`config.mk`:
```
export PLATFORM = sky130hd
export DESIGN_NAME = marquee_scroll_sequencer
export DESIGN_NICKNAME = d
export VERILOG_FILES = /design/src/hw/rtl/mss_pkg.sv /design/src/hw/rtl/marquee_scroll_sequencer.sv
export SDC_FILE = /design/constraint.sdc
export NUM_CORES = 1
export LEC_CHECK = 0
export BUFFER_PORTS_ARGS = -buffer_cell sky130_fd_sc_hd__buf_2
export CAP_MARGIN = 20
export CORE_ASPECT_RATIO = 0.8
export CORE_MARGIN = 5
export CORE_UTILIZATION = 34
export CTS_CLUSTER_SIZE = 24
export DETAILED_ROUTE_END_ITERATION = 12
export PLACE_DENSITY_LB_ADDON = 0.2
export RECOVER_POWER = 25
export SLEW_MARGIN = 20
export SYNTH_ARGS = -nofsm -noshare
export SYNTH_HDL_FRONTEND = slang
export SYNTH_SLANG_ARGS = --single-unit
```
`constraint.sdc`:
```
create_clock -name clk_i -period 21.7 [get_ports clk_i]
set_clock_uncertainty 0.15 [all_clocks]
set_input_delay 3.255 -clock clk_i [delete_from_list [all_inputs] [get_ports clk_i]]
set_output_delay 3.255 -clock clk_i [all_outputs]
set_load 0.005 [all_outputs]
```
`src/hw/rtl/mss_pkg.sv`:
```
// Package for the marquee scroll sequencer: command codes, register
// indexes, reset values and fixed port widths.
// No dependencies.
`timescale 1ns / 1ps
`default_nettype none

package mss_pkg;

  // Default pixel coordinate width
  localparam int unsigned WIDTH_BITS_DEF = 10;

  // Fixed widths
  localparam int unsigned FUNC_W     = 2;
  localparam int unsigned IN_DATA_W  = 8;
  localparam int unsigned CFG_IDX_W  = 3;
  localparam int unsigned CFG_DATA_W = 16;
  localparam int unsigned WAIT_W     = 16;
  localparam int unsigned DIV_W      = 8;
  localparam int unsigned STEP_W     = 4;
  localparam int unsigned MODE_W     = 3;

  // Mode flag bits
  localparam int unsigned MODE_FIT_ONLY    = 0;
  localparam int unsigned MODE_START_VIS   = 1;
  localparam int unsigned MODE_RIGHT_ALIGN = 2;

  // Reset values
  localparam int unsigned RST_DISPLAY_WIDTH = 128;
  localparam int unsigned RST_FRAME_DIV     = 2;
  localparam int unsigned RST_STEP_SIZE     = 1;
  localparam int unsigned RST_MODE_FLAGS    = 1;

  typedef enum logic [FUNC_W-1:0] {
    FUNC_TICK    = 2'd0,
    FUNC_REWIND  = 2'd1,
    FUNC_RESTART = 2'd2,
    FUNC_NOP     = 2'd3
  } mss_func_e;

  typedef enum logic [CFG_IDX_W-1:0] {
    REG_DISPLAY_WIDTH = 3'd0,
    REG_TEXT_WIDTH    = 3'd1,
    REG_LEFT_MARGIN   = 3'd2,
    REG_HOLDOFF       = 3'd3,
    REG_REAPPEAR      = 3'd4,
    REG_FRAME_DIV     = 3'd5,
    REG_STEP_SIZE     = 3'd6,
    REG_MODE_FLAGS    = 3'd7
  } mss_reg_e;

endpackage

`default_nettype wire

```
`src/hw/rtl/marquee_scroll_sequencer.sv`:
```
// Marquee scroll sequencer top level: command input register, scroll state
// update and result register in one module.
// Depends on mss_pkg.
//
//  channel   dir  handshake                     payload
//  s_axis    in   s_axis_tvalid/s_axis_tready   tdata: func[1:0], freeze[2]
//  m_axis    out  m_axis_tvalid/m_axis_tready   tdata: x_offset, is_static, waiting
//  cfg       in   cfg_valid_i/cfg_ready_o       cfg_index_i, cfg_data_i
//
// One command per cycle while m_axis is not stalled; a command passes through the
// input register and then the result register before m_axis_tvalid rises.
// The scroll state is updated as a command moves into the result register,
// so the next command sees the updated state.
// A stalled m_axis holds the result; one more command waits in the input
// register before s_axis_tready drops. cfg_ready_o is always high.
// Reset clears the scroll state and loads the register reset values.
`timescale 1ns / 1ps
`default_nettype none

module marquee_scroll_sequencer #(
  parameter int unsigned WIDTH_BITS = mss_pkg::WIDTH_BITS_DEF
) (
  input  wire logic                            clk_i,
  input  wire logic                            rst_ni,
  // command stream
  input  wire logic                            s_axis_tvalid,
  output logic                                 s_axis_tready,
  input  wire logic [mss_pkg::IN_DATA_W-1:0]   s_axis_tdata,  // func[1:0], freeze[2]
  // result stream
  output logic                                 m_axis_tvalid,
  input  wire logic                            m_axis_tready,
  // x_offset[WIDTH_BITS:0], is_static[WIDTH_BITS+1], waiting[WIDTH_BITS+2]
  output logic [((WIDTH_BITS+3+7)/8)*8-1:0]    m_axis_tdata,
  // register writes
  input  wire logic                            cfg_valid_i,
  output logic                                 cfg_ready_o,
  input  wire logic [mss_pkg::CFG_IDX_W-1:0]   cfg_index_i,
  input  wire logic [mss_pkg::CFG_DATA_W-1:0]  cfg_data_i
);

  import mss_pkg::*;

  localparam int unsigned WB   = WIDTH_BITS;
  localparam int unsigned XW   = WIDTH_BITS + 1;
  localparam int unsigned SW   = WIDTH_BITS + 3;  // position plus one step of headroom

  localparam logic [WB-1:0]     DispRst = WB'(RST_DISPLAY_WIDTH);
  localparam logic [DIV_W-1:0]  DivRst  = DIV_W'(RST_FRAME_DIV);
  localparam logic [STEP_W-1:0] StepRst = STEP_W'(RST_STEP_SIZE);
  localparam logic [MODE_W-1:0] ModeRst = MODE_W'(RST_MODE_FLAGS);

  // ---------------------------------------------------------------- config
  logic [WB-1:0]     disp_w_q, text_w_q, margin_q;
  logic [WAIT_W-1:0] holdoff_q, reappear_q;
  logic [DIV_W-1:0]  div_q;
  logic [STEP_W-1:0] step_q;
  logic [MODE_W-1:0] mode_q;

  assign cfg_ready_o = 1'b1;

  always_ff @(posedge clk_i or negedge rst_ni) begin
    if (!rst_ni) begin
      disp_w_q   <= DispRst;
      text_w_q   <= '0;
      margin_q   <= '0;
      holdoff_q  <= '0;
      reappear_q <= '0;
      div_q      <= DivRst;
      step_q     <= StepRst;
      mode_q     <= ModeRst;
    end else if (cfg_valid_i) begin
      unique case (mss_reg_e'(cfg_index_i))
        REG_DISPLAY_WIDTH: disp_w_q   <= cfg_data_i[WB-1:0];
        REG_TEXT_WIDTH:    text_w_q   <= cfg_data_i[WB-1:0];
        REG_LEFT_MARGIN:   margin_q   <= cfg_data_i[WB-1:0];
        REG_HOLDOFF:       holdoff_q  <= cfg_data_i[WAIT_W-1:0];
        REG_REAPPEAR:      reappear_q <= cfg_data_i[WAIT_W-1:0];
        REG_FRAME_DIV:     div_q      <= cfg_data_i[DIV_W-1:0];
        REG_STEP_SIZE:     step_q     <= cfg_data_i[STEP_W-1:0];
        REG_MODE_FLAGS:    mode_q     <= cfg_data_i[MODE_W-1:0];
      endcase
    end
  end

  // ---------------------------------------------------------- handshakes
  logic      s1_valid_q;
  mss_func_e s1_func_q;
  logic      s1_freeze_q;
  logic      out_valid_q;
  logic      adv;   // result register can take the input register's item
  logic      load;  // an item moves into the result register

  assign adv           = !out_valid_q || m_axis_tready;
  assign load          = adv && s1_valid_q;
  assign s_axis_tready = !s1_valid_q || adv;
  assign m_axis_tvalid = out_valid_q;

  always_ff @(posedge clk_i or negedge rst_ni) begin
    if (!rst_ni) begin
      s1_valid_q  <= 1'b0;
      out_valid_q <= 1'b0;
    end else begin
      if (s_axis_tready) begin
        s1_valid_q <= s_axis_tvalid;
      end
      if (adv) begin
        out_valid_q <= s1_valid_q;
      end
    end
  end

  always_ff @(posedge clk_i) begin
    if (s_axis_tready && s_axis_tvalid) begin
      s1_func_q   <= mss_func_e'(s_axis_tdata[FUNC_W-1:0]);
      s1_freeze_q <= s_axis_tdata[FUNC_W];
    end
  end

  // ---------------------------------------------------------- scroll state
  logic signed [SW-1:0] pos_q, pos_d;
  logic                 started_q, started_d;
  logic [DIV_W-1:0]     phase_q, phase_d;
  logic [WAIT_W-1:0]    wait_q, wait_d;

  logic signed [SW-1:0] w_s, t_s, m_s, step_s, margin_pt, base_pos, sum_pos;
  logic [WAIT_W-1:0]    base_wait;
  logic [DIV_W-1:0]     div_eff;
  logic                 still, step_now;
  logic signed [SW-1:0] x_full;
  logic                 is_static_d;

  always_comb begin
    w_s       = $signed({{(SW-WB){1'b0}}, disp_w_q});
    t_s       = $signed({{(SW-WB){1'b0}}, text_w_q});
    m_s       = $signed({{(SW-WB){1'b0}}, margin_q});
    step_s    = $signed({{(SW-STEP_W){1'b0}}, step_q});
    margin_pt = w_s - m_s;
    div_eff   = (div_q == '0) ? DIV_W'(1) : div_q;
    still     = s1_freeze_q || (mode_q[MODE_FIT_ONLY] && (text_w_q <= disp_w_q));

    // first scrolling tick places the position
    if (!started_q) begin
      base_pos  = mode_q[MODE_START_VIS] ? margin_pt : '1;
      base_wait = mode_q[MODE_START_VIS] ? holdoff_q : wait_q;
    end else begin
      base_pos  = pos_q;
      base_wait = wait_q;
    end
    sum_pos  = base_pos + step_s;
    step_now = ({1'b0, phase_q} + 9'd1) >= {1'b0, div_eff};

    pos_d       = pos_q;
    started_d   = started_q;
    phase_d     = phase_q;
    wait_d      = wait_q;
    is_static_d = 1'b0;
    x_full      = '0;

    unique case (s1_func_q)
      FUNC_REWIND: begin
        pos_d     = '0;
        started_d = 1'b1;
        x_full    = w_s - SW'(1);
      end
      FUNC_RESTART: begin
        started_d = 1'b0;
        phase_d   = '0;
      end
      FUNC_NOP: begin
        x_full = started_q ? (w_s - pos_q - SW'(1)) : '0;
      end
      FUNC_TICK: begin
        if (still) begin
          is_static_d = 1'b1;
          x_full      = mode_q[MODE_RIGHT_ALIGN] ? (w_s - t_s) : '0;
        end else begin
          started_d = 1'b1;
          pos_d     = base_pos;
          wait_d    = base_wait;
          if (step_now) begin
            phase_d = '0;
            if (base_wait == '0) begin
              if (sum_pos >= (w_s + t_s)) begin
                pos_d  = '1;  // wrap to just off the right edge
                wait_d = reappear_q;
              end else begin
                pos_d = sum_pos;
                if (sum_pos == margin_pt) begin
                  wait_d = holdoff_q;
                end
              end
            end else begin
              wait_d = base_wait - WAIT_W'(1);
            end
          end else begin
            phase_d = phase_q + DIV_W'(1);
          end
          x_full = w_s - pos_d - SW'(1);
        end
      end
    endcase
  end

  always_ff @(posedge clk_i or negedge rst_ni) begin
    if (!rst_ni) begin
      pos_q     <= '0;
      started_q <= 1'b0;
      phase_q   <= '0;
      wait_q    <= '0;
    end else if (load) begin
      pos_q     <= pos_d;
      started_q <= started_d;
      phase_q   <= phase_d;
      wait_q    <= wait_d;
    end
  end

  // ---------------------------------------------------------- result register
  logic [XW-1:0] out_x_q;
  logic          out_static_q;
  logic          out_waiting_q;

  always_ff @(posedge clk_i) begin
    if (load) begin
      out_x_q       <= x_full[XW-1:0];
      out_static_q  <= is_static_d;
      out_waiting_q <= (wait_d != '0);
    end
  end

  always_comb begin
    m_axis_tdata           = '0;
    m_axis_tdata[XW-1:0]   = out_x_q;
    m_axis_tdata[XW]       = out_static_q;
    m_axis_tdata[XW+1]     = out_waiting_q;
  end

  // ---------------------------------------------------------- assertions
  a_tready_only_when_full: assert property (@(posedge clk_i) disable iff (!rst_ni)
    !s_axis_tready |-> (s1_valid_q && out_valid_q))
    else $error("input stalled with a free register stage");

  a_rewind_starts: assert property (@(posedge clk_i) disable iff (!rst_ni)
    (load && s1_func_q == FUNC_REWIND) |=> (started_q && pos_q == '0))
    else $error("rewind did not start the position at zero");

  a_restart_clears: assert property (@(posedge clk_i) disable iff (!rst_ni)
    (load && s1_func_q == FUNC_RESTART) |=> (!started_q && phase_q == '0))
    else $error("restart did not clear the scroll state");

  a_waiting_tracks: assert property (@(posedge clk_i) disable iff (!rst_ni)
    load |=> (out_waiting_q == (wait_q != '0)))
    else $error("waiting flag disagrees with the wait counter");

endmodule

`default_nettype wire
```
==> metrics.txt <==
nets@finish=1299; top_reg_cell synth=dfrtp_1; kind of end point of the critical path=flop; row cnt=57; Root Driver=clkbuf_16; hold path cells=2; clk_lat worst skew=0.44 ns; MaxCap Viol Count=1; crit path buf inv count=2; WP data arrival=8.58 ns; # resized after CTS=0; yosys warns=0; Worst Setup Start Kind=flop; Comb power frac=0.525; DR vias/cell=5.51; peak supply drop=approximately 0.000063 V; # hold bufs at CTS=0; Worst R2R Setup Slack=13.14 ns; Final period util=0.394; power density over the cells=127 nW/um^2; DR WL/cell=19.9 microns; Die Ht=~170 microns; post-layout util=0.385; overall power=1.48 mW; Fin Hold WS=0.320 ns; Place WS=13.16 ns; number of buffers created by CTS=17; cell count after synthesis=1158; # port buffers=41; synthesized area per cell=8.94 sq um; Slew headroom=-1.18; reg-to-reg startpoint=disp_w_q[1]; antenna violations before repair=1; WS Path Type=flop to flop; post-synthesis simple-gate area fraction=0.169; die width=between 200 and 250 microns; RSZ-0062 raised after global routing=no; CTS sink count=133; #FFs+latches synth=133; count of final setup violators=0; post-synthesis mux area share=0.0828; proportion of layout cells with a drive suffix above 1=0.150; largest family of logic cells by synthesized area=compound AO/OA/AOI/OAI gates; vias in the first global route=8530; Filler Cell Count=3079; most used cell, CP=o21ai_0; cell depth of the worst setup path=32; post-synthesis xor/xnor area fraction=0.0644; slowest stage delay, CP=roughly 0.7 ns; Syn-to-layout area delta=12.5%; drc violations=0; status=finished, violations left; initial core utilization=0.342; Via Count=8880; Overflow after GRT=0; DR iter-0 viols=854; leak pwr=5.03 nW; drt total wl=32.1 mm; critical hold path startpoint=pos_q[12]; Core ar.=30200 sq um; setup TNS=0 ns; CTS max path bufs=2; min-delay worst type=flop to flop; failing checks=max-capacitance violations, max-slew violations; Compound-Gate Fraction of Synth Area=0.204; TritonCTS clock tree=yes; htree depth=4; worst slew pin tran=3.26 ns; sw frac=0.434; Final Hold Fails=0; most frequent cells in the layout=120 x nand2_1, 113 x dfrtp_1, 92 x o21ai_0; r2r worst-path depth=32; Slew Limit Fails=52; sequential-to-total area share from yosys stat=0.330; n_diodes=0; Reg power frac=0.253; CP Data Required Time=21.73 ns; Worst-path clk slew=0.06 ns; asr flop ratio synth=0.880; Antenna Nets Post-Route=0; CP delay by family, top=compound AO/OA/AOI/OAI gates; Net Switching=0.641 mW; synthesized area=10400 sq um; setup ws final=13.14 ns; first-pass GRT wire length=50.6 mm; DP HPWL=23.7 mm; crit path max fanout=21; Pint=between 0.8 and 0.9 mW; Synth cell types=a little under 90; Max Clk Rate=0.117 GHz; Worst Hold End=pos_q[12]; min cycle time layout=roughly 8.6 ns; largest net degree at the start of global routing=68; Post-synth EDFFs=16; # IOs=51; adder-cell share of the synthesized area=0.103; setup repair bufs after CTS=0; GRT Util Overall=0.190; RD Place Congestion=0.888; Clock power frac=0.222; router iterations before antenna repair=6; CP max-delay cell=dfrtp_1; worst r2r dst=out_x_q[10]; Die ar.=34100 sq um; most common cell after layout, fill and taps aside=nand2_1
[registers in the layout, indices dropped and copies added (netlist names), 2 cells and up]
name        flops
holdoff_q      16
reappear_q     16
wait_q         16
pos_q          13
out_x_q        11
disp_w_q       10
margin_q       10
text_w_q       10
div_q           8
phase_q         8
step_q          4
mode_q          3
s1_func_q       2
[stage by stage]
| stage | cells | instance area (sq um) |
|---|---|---|
| after floorplan | 1160 | 10400 |
| after global routing | 1611 | 11700 |
| after detailed placement | 1579 | 11000 |
| after CTS | 1611 | 11700 |
| final | 1611 | 11700 |
| after global placement | 1579 | 11000 |
[worst min-delay path: cells and delay by family (launching register included)]
family | cells | cell delay [ns]
AND/OR/NAND/NOR | 2 | 0.10
flip-flops | 1 | 0.33
[logic make-up (layout without fill, tap and decap cells)]
logic type               after synthesis  after routing
AND/OR/NAND/NOR                      353            353
AO/OA/AOI/OAI                        321            321
flip-flops                           133            133
buffers and inverters                116            154
adder cells (fa/ha/maj)               82             82
multiplexers                          78             78
XOR/XNOR                              73             73
other                                  2              4
[synthesized netlist by cell type (6+ instances only)]
cell | count | area [sq um]
nand2b_1 | 18 | 113
inv_1 | 69 | 259
nor2b_1 | 13 | 81.3
buf_4 | 8 | 60.1
or2_2 | 7 | 43.8
xor2_1 | 22 | 193
and4_1 | 6 | 52.6
o31ai_1 | 9 | 67.6
nor3_1 | 15 | 75.1
a21o_1 | 17 | 128
a21oi_1 | 78 | 390
nand4_1 | 8 | 50.1
or3_1 | 9 | 56.3
a22oi_1 | 7 | 52.6
o21ai_0 | 92 | 460
o221ai_1 | 8 | 70.1
mux2i_1 | 17 | 170
xnor2_1 | 49 | 429
mux2_2 | 61 | 687
nor4_1 | 9 | 56.3
o22ai_1 | 6 | 37.5
and3_1 | 12 | 75.1
fa_1 | 6 | 120
clkbuf_1 | 32 | 120
edfxtp_1 | 16 | 480
nand2_1 | 120 | 450
a22o_1 | 10 | 87.6
dfrtp_1 | 113 | 2830
ha_1 | 76 | 951
o21bai_1 | 18 | 135
nand3_1 | 27 | 135
nor2_1 | 77 | 289
o21a_1 | 9 | 67.6
[power by group through the flow]
stage          sequential [mW]  combinational, mW  clock [mW]
6_report                 0.374              0.775       0.328
5_1_grt                  0.382              0.863       0.344
4_1_cts                  0.373              0.768       0.333
3_5_place_dp             0.377              0.761           0
3_3_place_gp             0.377              0.755           0
2_1_floorplan            0.354              0.584           0
[metal layers]
metal,part of all wire,track usage,up-vias,routed length (microns)
met3,0.060,0.0385,39,1910
li1,-,-,4245,-
met4,0.017,0.0475,0,529
met1,0.52,0.301,4291,16700
met2,0.40,0.261,305,12900
met5,0,0,-,0
[final cells by class]
| type | instances | area (sq um) | share of cell area |
|---|---|---|---|
| sequential | 133 | 3410 | 0.293 |
| tap | 413 | 517 | 0.0443 |
| multi-input combinational | 911 | 6520 | 0.560 |
| clock buffer | 19 | 464 | 0.0398 |
| timing repair buffer | 53 | 289 | 0.0248 |
| inverter | 69 | 259 | 0.0222 |
| clock inverter | 13 | 190 | 0.0163 |
[worst max-delay path by stage]
stage               slack (ns)   startpoint          end
floorplan                13.68    started_q  out_x_q[10]
finish                   13.14  disp_w_q[1]  out_x_q[10]
global placement         13.18  disp_w_q[1]  out_x_q[10]
global route             12.54  disp_w_q[1]  out_x_q[10]
detailed placement       13.16  disp_w_q[1]  out_x_q[10]
CTS                      13.12  disp_w_q[1]  out_x_q[10]
(Power assumes the default switching activity.)
